File: src/hw/rtl/brbf_pkg.sv
// Shared types and constants for the circular byte FIFO.
package brbf_pkg;

	// Width of the capacity, amount and count fields
	localparam int CNT_W = 13;

	// Capacity register value after reset
	localparam logic [CNT_W-1:0] CAP_RESET = 13'd4096;

	// Operation codes
	localparam logic [2:0] OP_PUSH      = 3'd0;
	localparam logic [2:0] OP_POP       = 3'd1;
	localparam logic [2:0] OP_PEEK      = 3'd2;
	localparam logic [2:0] OP_SKIP      = 3'd3;
	localparam logic [2:0] OP_SET_END   = 3'd4;
	localparam logic [2:0] OP_CLEAR_END = 3'd5;
	localparam logic [2:0] OP_RESET     = 3'd6;

	// Result status codes
	localparam logic [1:0] ST_OK        = 2'd0;
	localparam logic [1:0] ST_FULL      = 2'd1;
	localparam logic [1:0] ST_EMPTY     = 2'd2;
	localparam logic [1:0] ST_EMPTY_END = 2'd3;

	// Input item
	typedef struct packed {
		logic [2:0]       operation;
		logic [7:0]       data_in;
		logic [CNT_W-1:0] amount;
	} brbf_in_t;

	// Result item
	typedef struct packed {
		logic [7:0]       data_out;
		logic [CNT_W-1:0] moved;
		logic [1:0]       status;
		logic [CNT_W-1:0] fill_level;
		logic [CNT_W-1:0] space_left;
		logic             end_flag;
	} brbf_out_t;

	// Commands from controller to datapath
	typedef struct packed {
		logic latch_item;
		logic execute;
		logic load_result;
	} brbf_cmd_t;

endpackage

File: src/hw/rtl/brbf_ctrl.sv
// Controller: sequences capture, execute and result load for one item.
module brbf_ctrl (
	input  logic                clk,
	input  logic                arst_n,
	input  logic                in_valid,
	output logic                in_ready,
	output logic                out_valid,
	input  logic                out_ready,
	output brbf_pkg::brbf_cmd_t cmd
);
	import brbf_pkg::*;

	typedef enum logic [1:0] {
		S_IDLE,
		S_EXEC,
		S_RESP
	} state_t;

	state_t state_q;
	logic   out_valid_q;
	logic   out_free;

	assign out_free = !out_valid_q || out_ready;

	// Commands decoded from the state
	assign in_ready        = (state_q == S_IDLE);
	assign cmd.latch_item  = (state_q == S_IDLE) && in_valid;
	assign cmd.execute     = (state_q == S_EXEC);
	assign cmd.load_result = (state_q == S_RESP) && out_free;
	assign out_valid       = out_valid_q;

	// State and output valid
	always_ff @(posedge clk or negedge arst_n) begin
		if (!arst_n) begin
			state_q     <= S_IDLE;
			out_valid_q <= 1'b0;
		end else begin
			// A new result replaces a taken one in the same cycle
			if (cmd.load_result) begin
				out_valid_q <= 1'b1;
			end else if (out_ready) begin
				out_valid_q <= 1'b0;
			end
			unique case (state_q)
				S_IDLE: begin
					if (in_valid) begin
						state_q <= S_EXEC;
					end
				end
				S_EXEC: begin
					state_q <= S_RESP;
				end
				S_RESP: begin
					if (out_free) begin
						state_q <= S_IDLE;
					end
				end
				default: begin
					state_q <= S_IDLE;
				end
			endcase
		end
	end

endmodule
File: config.mk
export PLATFORM = sky130hd
export DESIGN_NAME = brbf_ctrl
export DESIGN_NICKNAME = d
export VERILOG_FILES = /design/src/hw/rtl/brbf_pkg.sv /design/src/hw/rtl/brbf_ctrl.sv
export SDC_FILE = /design/constraint.sdc
export NUM_CORES = 1
export LEC_CHECK = 0
export ABC_AREA = 1
export BUFFER_PORTS_ARGS = -buffer_cell sky130_fd_sc_hd__buf_2
export CORE_AREA = 2 2 39 41
export CTS_CLUSTER_DIAMETER = 80
export DETAILED_ROUTE_END_ITERATION = 8
export DIE_AREA = 0 0 41 43
export PLACE_DENSITY = 0.35
export SYNTH_ARGS = -nofsm -noshare
export SYNTH_HDL_FRONTEND = slang
export SYNTH_SLANG_ARGS = --single-unit
File: constraint.sdc
create_clock -name clk -period 2 [get_ports clk]
set_input_delay 0.2 -clock clk [delete_from_list [all_inputs] [get_ports clk]]
set_output_delay 0.2 -clock clk [all_outputs]
set_load 0.03 [all_outputs]
==> metrics.txt, run 1 <==
outcome finished clean; DRC viols 0; clock sink count 3; number of I/O pins 9; post-synthesis simple-gate area fraction about a third; r2r endpoint out_valid; CORE AREA around 1400 µm²; Synth Area in Compound Gates 3.51%; GP Congestion about 0.62; Post-Synth XOR/XNOR Area 0%; setup bufs post-CTS 0; Die H ~43 µm; FP Rows 14; Int Pwr roughly 0.20 mW; Final Power around 0.36 mW; max-cap viol count 0; Inserted Diodes 0; clock power share about 30%; Final Core Density 17.3%; end point of the critical path cmd[2]; Via density ~3.2; slowest stage cell, crit path dfrtp_1; Storage cell area about 75 µm²; fin worst setup slack slightly below 700 ps; leakage between 0.1 and 0.15 nW; Critical Path Sink Type output port; register share of total power between 20% and 30%; Antenna Nets Post-Route 0; htree depth 1; peak supply drop around 540 µV; Relative slew margins 85.8%; Die X 41 µm; Reg-to-Reg Start state_q[0]; cts repair resizes 0; share of cells above drive strength 1 between 40% and 50%; grt ovf 0; Comb pwr share about 41%; hold buffer count at CTS 1; Critical Path AT 1110 ps; vias after detailed routing 151; Fin. Hold Viols 0; post-synthesis cell area ~140 µm²; Worst path max stage delay ~440 ps; first-pass GRT wire length 538 µm; CP top delay family flip-flops; post-synthesis cell type count 8; CP bufs+invs 1; WL final around 380 µm; Avg WL per Cell between 8 and 9 µm; most common cell after layout, fill and taps aside buf_2; Reg2Reg Setup Slack 1210 ps; synthesized flop and latch total 3; post-place instance area between 200 and 250 µm²; critical path startpoint category flip-flop; GRT Total Usage roughly 5.6%; Worst Max-Slew Pin Slew roughly 210 ps; initial core utilization between 10% and 20%; Synth Area in Adders 0%; period utilization approximately 65%; Crit Path Max Fanout 6; Area Growth Syn to Fin 67.5%; CTS tree built; setup tns final 0 ps; Worst-path clk slew 40 ps; most frequent cells in the layout buf_2 (8), nor2_1 (4); Synth Warn # 0; CP required around 1800 ps; TritonCTS Buffers 3; footprint of the multi-input gates ~53 µm²; count of final setup violators 0; final net count 36; total die area approximately 1800 µm²; fillers about 150; switching portion of total power between 40% and 50%; synthesized net count 22; Placement Setup Slack about 950 ps; vias in the first global route 118; clock root cell clkbuf_4; Mapped Cells 18; largest net degree at the start of global routing 7; Syn Area/Cell between 7 and 8 µm²; Seq/Total Area, Yosys 52.6%; Setup CP Type flip-flop to output port; PortBufs 8; hold crit path type primary input to flip-flop; Slew Viols, Final 0; Power Dens Cells 1510 nW/µm²; Initial DRT Pass Iterations 2; Final Critical Period around 1300 ps; RSZ-0062 raised after global routing false; main combinational cell family by area after synthesis simple AND/OR/NAND/NOR gates; clk_lat worst skew between 200 and 250 ps; initial antenna violation count 0; CP cell instances nor3b_1 -> buf_2; Stages on worst setup path 2; CP startpoint state_q[1]; Iteration-0 DRC Markers 1; Setup Skew 2.04 ps; switching pwr 0.162 mW; fmax roughly 760 MHz; final instance area around 240 µm²; Bufs on Longest Clock Path 2; reg2reg path depth 3; mux share of post-synthesis cell area 0%
[flip-flops by register name, summed over array words and instances, names as in the netlist]
register and cells:
state_q 2, out_valid 1
[synthesized netlist by cell type]
cell type  n  share of area, %
dfrtp_1    3                53
inv_1      3               7.9
inv_2      1               2.6
nand2_1    3               7.9
nor2_1     4                11
nor2_2     1               4.4
nor3b_1    2                11
o21ai_0    1               3.5
[area by class of cell]
type,instances,area share (%)
flip-flops and latches,3,31.4
multi-input cells,11,22.0
repair buffers,9,20.9
clock buffers,4,11.0
well taps,16,8.38
inverters,4,6.28
[how the worst min path moves through the flow]
stage / startpoint / to / slack (ps) / cells past startpoint
global route: out_ready / out_valid / 200 / 2
floorplan: arst_n / out_valid / -100 / 0
CTS: out_ready / out_valid / 200 / 2
global placement: arst_n / out_valid / -0.3 / 1
detailed placement: arst_n / out_valid / -0.6 / 1
finish: out_ready / out_valid / 190 / 2
[cell families (layout without fill, tap and decap cells)]
family / after synthesis / count (layout)
simple gates: 10 / 10
buf+inv: 4 / 17
flops: 3 / 3
compound gates: 1 / 1
[stage by stage]
stage	cells	hold slack, ps
2_1_floorplan	18	-95.6
3_3_place_gp	42	-0.337
3_5_place_dp	42	-0.619
4_1_cts	47	196
5_1_grt	47	200
6_report	47	195
[power by group through the flow]
stage / clock network, mW / registers (mW) / logic (mW)
2_1_floorplan: 0 / 0.116 / 0.0895
3_3_place_gp: 0 / 0.103 / 0.147
3_5_place_dp: 0 / 0.104 / 0.147
4_1_cts: 0.112 / 0.104 / 0.150
5_1_grt: 0.117 / 0.109 / 0.164
6_report: 0.109 / 0.103 / 0.148
[per-layer routing]
layer | global-route usage (%) | share of wire, % | vias to the layer above
met4 | 2.00 | 0 | 0
met3 | 7.85 | 16 | 0
met2 | 5.63 | 31 | 12
li1 | - | - | 79
met1 | 6.45 | 52 | 60
met5 | 0 | 0 | -
Power figures use the tool's default switching activity.
==> run 2: changes to the inputs <==
--- a/config.mk
+++ b/config.mk
@@ -11,7 +11,7 @@
 export CTS_CLUSTER_DIAMETER = 80
 export DETAILED_ROUTE_END_ITERATION = 8
 export DIE_AREA = 0 0 41 43
-export PLACE_DENSITY = 0.35
+export PLACE_DENSITY = 0.36
 export SYNTH_ARGS = -nofsm -noshare
 export SYNTH_HDL_FRONTEND = slang
 export SYNTH_SLANG_ARGS = --single-unit
==> constraint.sdc (replaced) <==
create_clock -name clk -period 1.2 [get_ports clk]
set_input_delay 0.12 -clock clk [delete_from_list [all_inputs] [get_ports clk]]
set_output_delay 0.12 -clock clk [all_outputs]
set_load 0.03 [all_outputs]
==> run 2 against run 1 <==
Against the previous run: sequential share of layout area down 2.7 points; largest power group unchanged; global-route usage decreased by 0.70 points; worst setup slack worse by 650 ps; clock skew about the same; critical path depth up 2; wire length fell by 2.6%; largest cell class unchanged; flip-flop and latch count unchanged.
==> metrics.txt, run 2 (synthesis gave the netlist of run 1 again) <==
most common cell after layout, fill and taps aside buf_2 (unchanged); outcome finished clean (unchanged); PortBufs 8 (unchanged); clock root cell clkbuf_4 (unchanged); final net count 37 (was 36); CORE AREA 1380 µm² (unchanged); GP Congestion 0.634 (was 0.623); CP required 1080 ps (was 1800 ps); Top reg by flops state_q (unchanged); Antenna Nets Post-Route 0 (unchanged); Iteration-0 DRC Markers 0 (was 1); Cell Count, Final, Fillers Out 48 (was 47); Relative slew margins 87.6% (was 85.8%); GRT Total Usage 4.93% (was 5.63%); number of I/O pins 9 (unchanged); Slew Viols, Final 0 (unchanged); Final Core Density 19.5% (was 17.3%); htree depth 1 (unchanged); first-pass GRT wire length 510 µm (was 538 µm); largest net degree at the start of global routing 7 (unchanged); initial core utilization 10.3% (unchanged); clock sink count 3 (unchanged); Setup Skew 1.76 ps (was 2.04 ps); post-place instance area 208 µm² (was 203 µm²); vias in the first global route 136 (was 118); Bufs on Longest Clock Path 2 (unchanged); CP cell instances inv_2 -> nand2_2 -> nor2_2 -> buf_6 (was nor3b_1 -> buf_2); Die H 43 µm (unchanged); Fin. Hold Viols 0 (unchanged); Power Dens Cells 2390 nW/µm² (was 1510 nW/µm²); DRC viols 0 (unchanged); Largest register FFs 2 (unchanged); initial antenna violation count 0 (unchanged); Critical Path Sink Type output port (unchanged); CP bufs+invs 2 (was 1); slowest stage cell, crit path dfrtp_2 (was dfrtp_1); peak supply drop 673 µV (was 540 µV); FP Rows 14 (unchanged); Inserted Diodes 0 (unchanged); RSZ-0062 raised after global routing true (was false); vias after detailed routing 147 (was 151); Die X 41 µm (unchanged); Crit Path Max Fanout 4 (was 6); clk_lat worst skew 230 ps (was 240 ps); critical path startpoint category flip-flop (unchanged); TritonCTS Buffers 3 (unchanged); max-cap viol count 0 (unchanged); final instance area 270 µm² (was 239 µm²); share of cells above drive strength 1 59.4% (was 41.9%); CTS tree built (unchanged); Avg WL per Cell 7.75 µm (was 8.13 µm); leakage 0.135 nW (was 0.127 nW); WL final 372 µm (was 382 µm); Final Power 0.645 mW (was 0.360 mW); total die area 1760 µm² (unchanged); Worst Max-Slew Pin Slew 185 ps (was 213 ps); fmax about 870 MHz; most frequent cells in the layout buf_2 (5), nor2_1 (3), inv_1 (3), clkbuf_4 (3), buf_4 (3) (was buf_2 (8), nor2_1 (4)); Cells after DPL 42 (unchanged); Fin Hold WS 87.6 ps (was 195 ps); Initial DRT Pass Iterations 1 (was 2); grt ovf 0 (unchanged); Critical Path AT 1030 ps (was 1110 ps); Via density 3.06 (was 3.21); Worst path max stage delay 420 ps (was 440 ps); count of final setup violators 0 (unchanged); hold crit path type primary input to flip-flop (unchanged); fin worst setup slack 45.3 ps (was 692 ps); Area Growth Syn to Fin 89.5% (was 67.5%); Final Critical Period approximately 1200 ps; Placement Setup Slack 224 ps (was 946 ps); Reg2Reg Setup Slack 360 ps (was 1210 ps); Setup CP Type flip-flop to output port (unchanged); Worst-path clk slew 40 ps (about the same); setup tns final 0 ps (unchanged); CP top delay family flip-flops (unchanged); period utilization between 90% and 100%
## run 2: cell count changes in the layout (fill, tap and decap cells not counted), sizes merged
cell,delta
buf,+1
## run 2: what timing repair did
action / 4_1_cts / 5_1_grt
buffers inserted: 0 / 1
endpoints found under the hold margin: 3 / 0
setup endpoints to repair: 1 / 3
hold buffers: 1 / 0
gates resized for setup: 1 / 9
pin swaps: 1 / 1
## run 2: area by class of cell
class / count / area [µm²]
fillers: 162 / 1110
flip-flops and latches: 3 / 77.6
repair buffers: 10 / 68.8
multi-input cells: 11 / 62.6
clock buffers: 4 / 26.3
well taps: 16 / 20.0
inverters: 4 / 15.0
## run 2: worst reg2reg max path, cell delays in order, from the launching register on
cell and delay [ps]:
dfrtp_2 420, buf_4 140, nor2_1 100, nand2_1 60, nand2_1 60
## run 2: worst paths after layout
path,cells after the start,from,endpoint
max,4,state_q[0],cmd[0]
min,2,out_ready,out_valid
max reg2reg,4,state_q[0],state_q[1]
min reg2reg,1,state_q[0],state_q[0]
max in group asynchronous,2,arst_n,state_q[1]
min in group asynchronous,2,arst_n,out_valid
## run 2: power breakdown
group / total (mW) / internal (mW) / switching [mW]
Sequential: 0.174 / 0.137 / 0.0369
Combinational: 0.297 / 0.110 / 0.186
Clock: 0.175 / 0.124 / 0.0501
Total: 0.645 / 0.372 / 0.273
## run 2: per-layer routing
layer  GRT usage (%)  wire, µm  vias up
li1                -         -       81
met1            6.47       198       57
met2            4.38       125        9
met3            3.14        48        0
met4            6.00         0        0
met5               0         0        -
==> run 3: changes to the inputs <==
--- a/config.mk
+++ b/config.mk
@@ -11,7 +11,7 @@
 export CTS_CLUSTER_DIAMETER = 80
 export DETAILED_ROUTE_END_ITERATION = 8
 export DIE_AREA = 0 0 41 43
-export PLACE_DENSITY = 0.36
+export PLACE_DENSITY = 0.35
 export SYNTH_ARGS = -nofsm -noshare
 export SYNTH_HDL_FRONTEND = slang
 export SYNTH_SLANG_ARGS = --single-unit
==> constraint.sdc (replaced) <==
create_clock -name clk -period 1.3 [get_ports clk]
set_input_delay 0.13 -clock clk [delete_from_list [all_inputs] [get_ports clk]]
set_output_delay 0.13 -clock clk [all_outputs]
set_load 0.03 [all_outputs]
==> run 3 against run 2 <==
Against the previous run: largest cell class unchanged; final area down 8.3%; largest power group unchanged; non-clock buffer count fell by 1; sequential share of layout area rose by 2.1 points; critical endpoint unchanged; count of clock-buffer cells in the layout did not move.
==> metrics.txt, run 3 (synthesis gave the netlist of run 1 again) <==
outcome finished clean (unchanged); WL final 316 µm (was 372 µm); CTS tree built (unchanged); fmax around 830 MHz; first-pass GRT wire length 558 µm (was 510 µm); vias in the first global route 129 (was 136); DRC viols 0 (unchanged); Fin Hold WS 125 ps (was 87.6 ps); final instance area 248 µm² (was 270 µm²); Area Growth Syn to Fin 73.7% (was 89.5%); critical path startpoint category flip-flop (unchanged); Bufs on Longest Clock Path 2 (unchanged); footprint of the multi-input gates 57.6 µm² (was 62.6 µm²); vias after detailed routing 151 (was 147); Critical Path AT 1070 ps (was 1030 ps); clock sink count 3 (unchanged); initial antenna violation count 0 (unchanged); grt ovf 0 (unchanged); most common cell after layout, fill and taps aside buf_2 (unchanged); GP Congestion 0.544 (was 0.634); hold crit path type primary input to flip-flop (unchanged); post-place instance area 208 µm² (unchanged); PortBufs 8 (unchanged); fin worst setup slack 99.4 ps (was 45.3 ps); RSZ-0062 raised after global routing false (was true); Final Power 0.552 mW (was 0.645 mW); Critical Path Sink Type output port (unchanged); initial core utilization 10.3% (unchanged); Inserted Diodes 0 (unchanged); Placement Setup Slack 309 ps (was 224 ps); Relative slew margins 86.0% (was 87.6%); Slew Viols, Final 0 (unchanged); TritonCTS Buffers 3 (unchanged); fillers 156 (was 162); Reg2Reg Setup Slack 530 ps (was 360 ps); largest net degree at the start of global routing 7 (unchanged); period utilization between 90% and 100%; CP required 1170 ps (was 1080 ps); GRT Total Usage 5.84% (was 4.93%); Worst-path clk slew 40 ps (about the same); Largest register FFs 2 (unchanged); number of I/O pins 9 (unchanged); Initial DRT Pass Iterations 2 (was 1); Final Critical Period about 1200 ps; most frequent cells in the layout buf_2 (7), nor2_1 (4), nand2_1 (3), inv_1 (3), clkbuf_4 (3) (was buf_2 (5), nor2_1 (3), inv_1 (3), clkbuf_4 (3), buf_4 (3)); htree depth 1 (unchanged); share of cells above drive strength 1 48.4% (was 59.4%); Antenna Nets Post-Route 0 (unchanged); Fin. Hold Viols 0 (unchanged); count of final setup violators 0 (unchanged); FP Rows 14 (unchanged); Die H 43 µm (unchanged); leakage 0.129 nW (was 0.135 nW); Crit Path Max Fanout 5 (was 4); Worst Max-Slew Pin Slew 209 ps (was 185 ps); Setup CP Type flip-flop to output port (unchanged); Power Dens Cells 2230 nW/µm² (was 2390 nW/µm²); peak supply drop 522 µV (was 673 µV); Iteration-0 DRC Markers 1 (was 0); clk_lat worst skew 230 ps (about the same); Top reg by flops state_q (unchanged); final net count 36 (was 37); Setup Skew 1.74 ps (was 1.76 ps); max-cap viol count 0 (unchanged); Avg WL per Cell 6.72 µm (was 7.75 µm); clock root cell clkbuf_4 (unchanged); setup tns final 0 ps (unchanged); Die X 41 µm (unchanged); total die area 1760 µm² (unchanged); Via density 3.21 (was 3.06); Storage cell area 76.3 µm² (was 77.6 µm²); CORE AREA 1380 µm² (unchanged)
-- run 3: area by class of cell --
type | instances | area share [%]
Sequential cell | 3 | 30.8
Multi-Input combinational cell | 11 | 23.2
Timing Repair Buffer | 9 | 21.2
Clock buffer | 4 | 10.6
Tap cell | 16 | 8.08
Inverter | 4 | 6.06
-- run 3: critical path: stages (launching register included) --
cell	delay [ps]
dfrtp_2	430
inv_2	70
nand2_1	60
nor2_1	120
buf_4	170
-- run 3: path summary, 6_finish.rpt --
path,from,to,cells past startpoint
setup / recovery,state_q[0],cmd[0],4
hold / removal,out_ready,out_valid,2
setup reg to reg,state_q[1],out_valid,2
hold reg to reg,state_q[0],state_q[0],1
max in group asynchronous,arst_n,state_q[0],2
min in group asynchronous,arst_n,state_q[1],2
-- run 3: stage by stage --
| step | util (%) | instances |
|---|---|---|
| floorplan | - | 18 |
| global placement | 15.0 | 42 |
| detailed placement | 15.0 | 42 |
| CTS | 17.6 | 47 |
| global route | 17.9 | 47 |
| finish | 17.9 | 47 |
-- run 3: where the power goes --
part / switching [mW] / total [mW] / internal (mW)
logic: 0.161 / 0.235 / 0.0736
registers: 0.0336 / 0.158 / 0.125
clock network: 0.0443 / 0.159 / 0.115
total: 0.239 / 0.552 / 0.313
-- run 3: timing repair --
action	CTS	global route
buffers inserted	0	0
gates resized for setup	0	3
endpoints found under the setup margin	0	1
hold buffers	1	0
hold endpoints to repair	3	0
-- run 3: layer usage --
layer  GRT usage [%]  wire length, µm  vias up
met5               0                0        -
met4            6.00                0        0
met3            7.85               40        0
met2            5.00              138        5
met1            5.84              137       65
li1                -                -       81
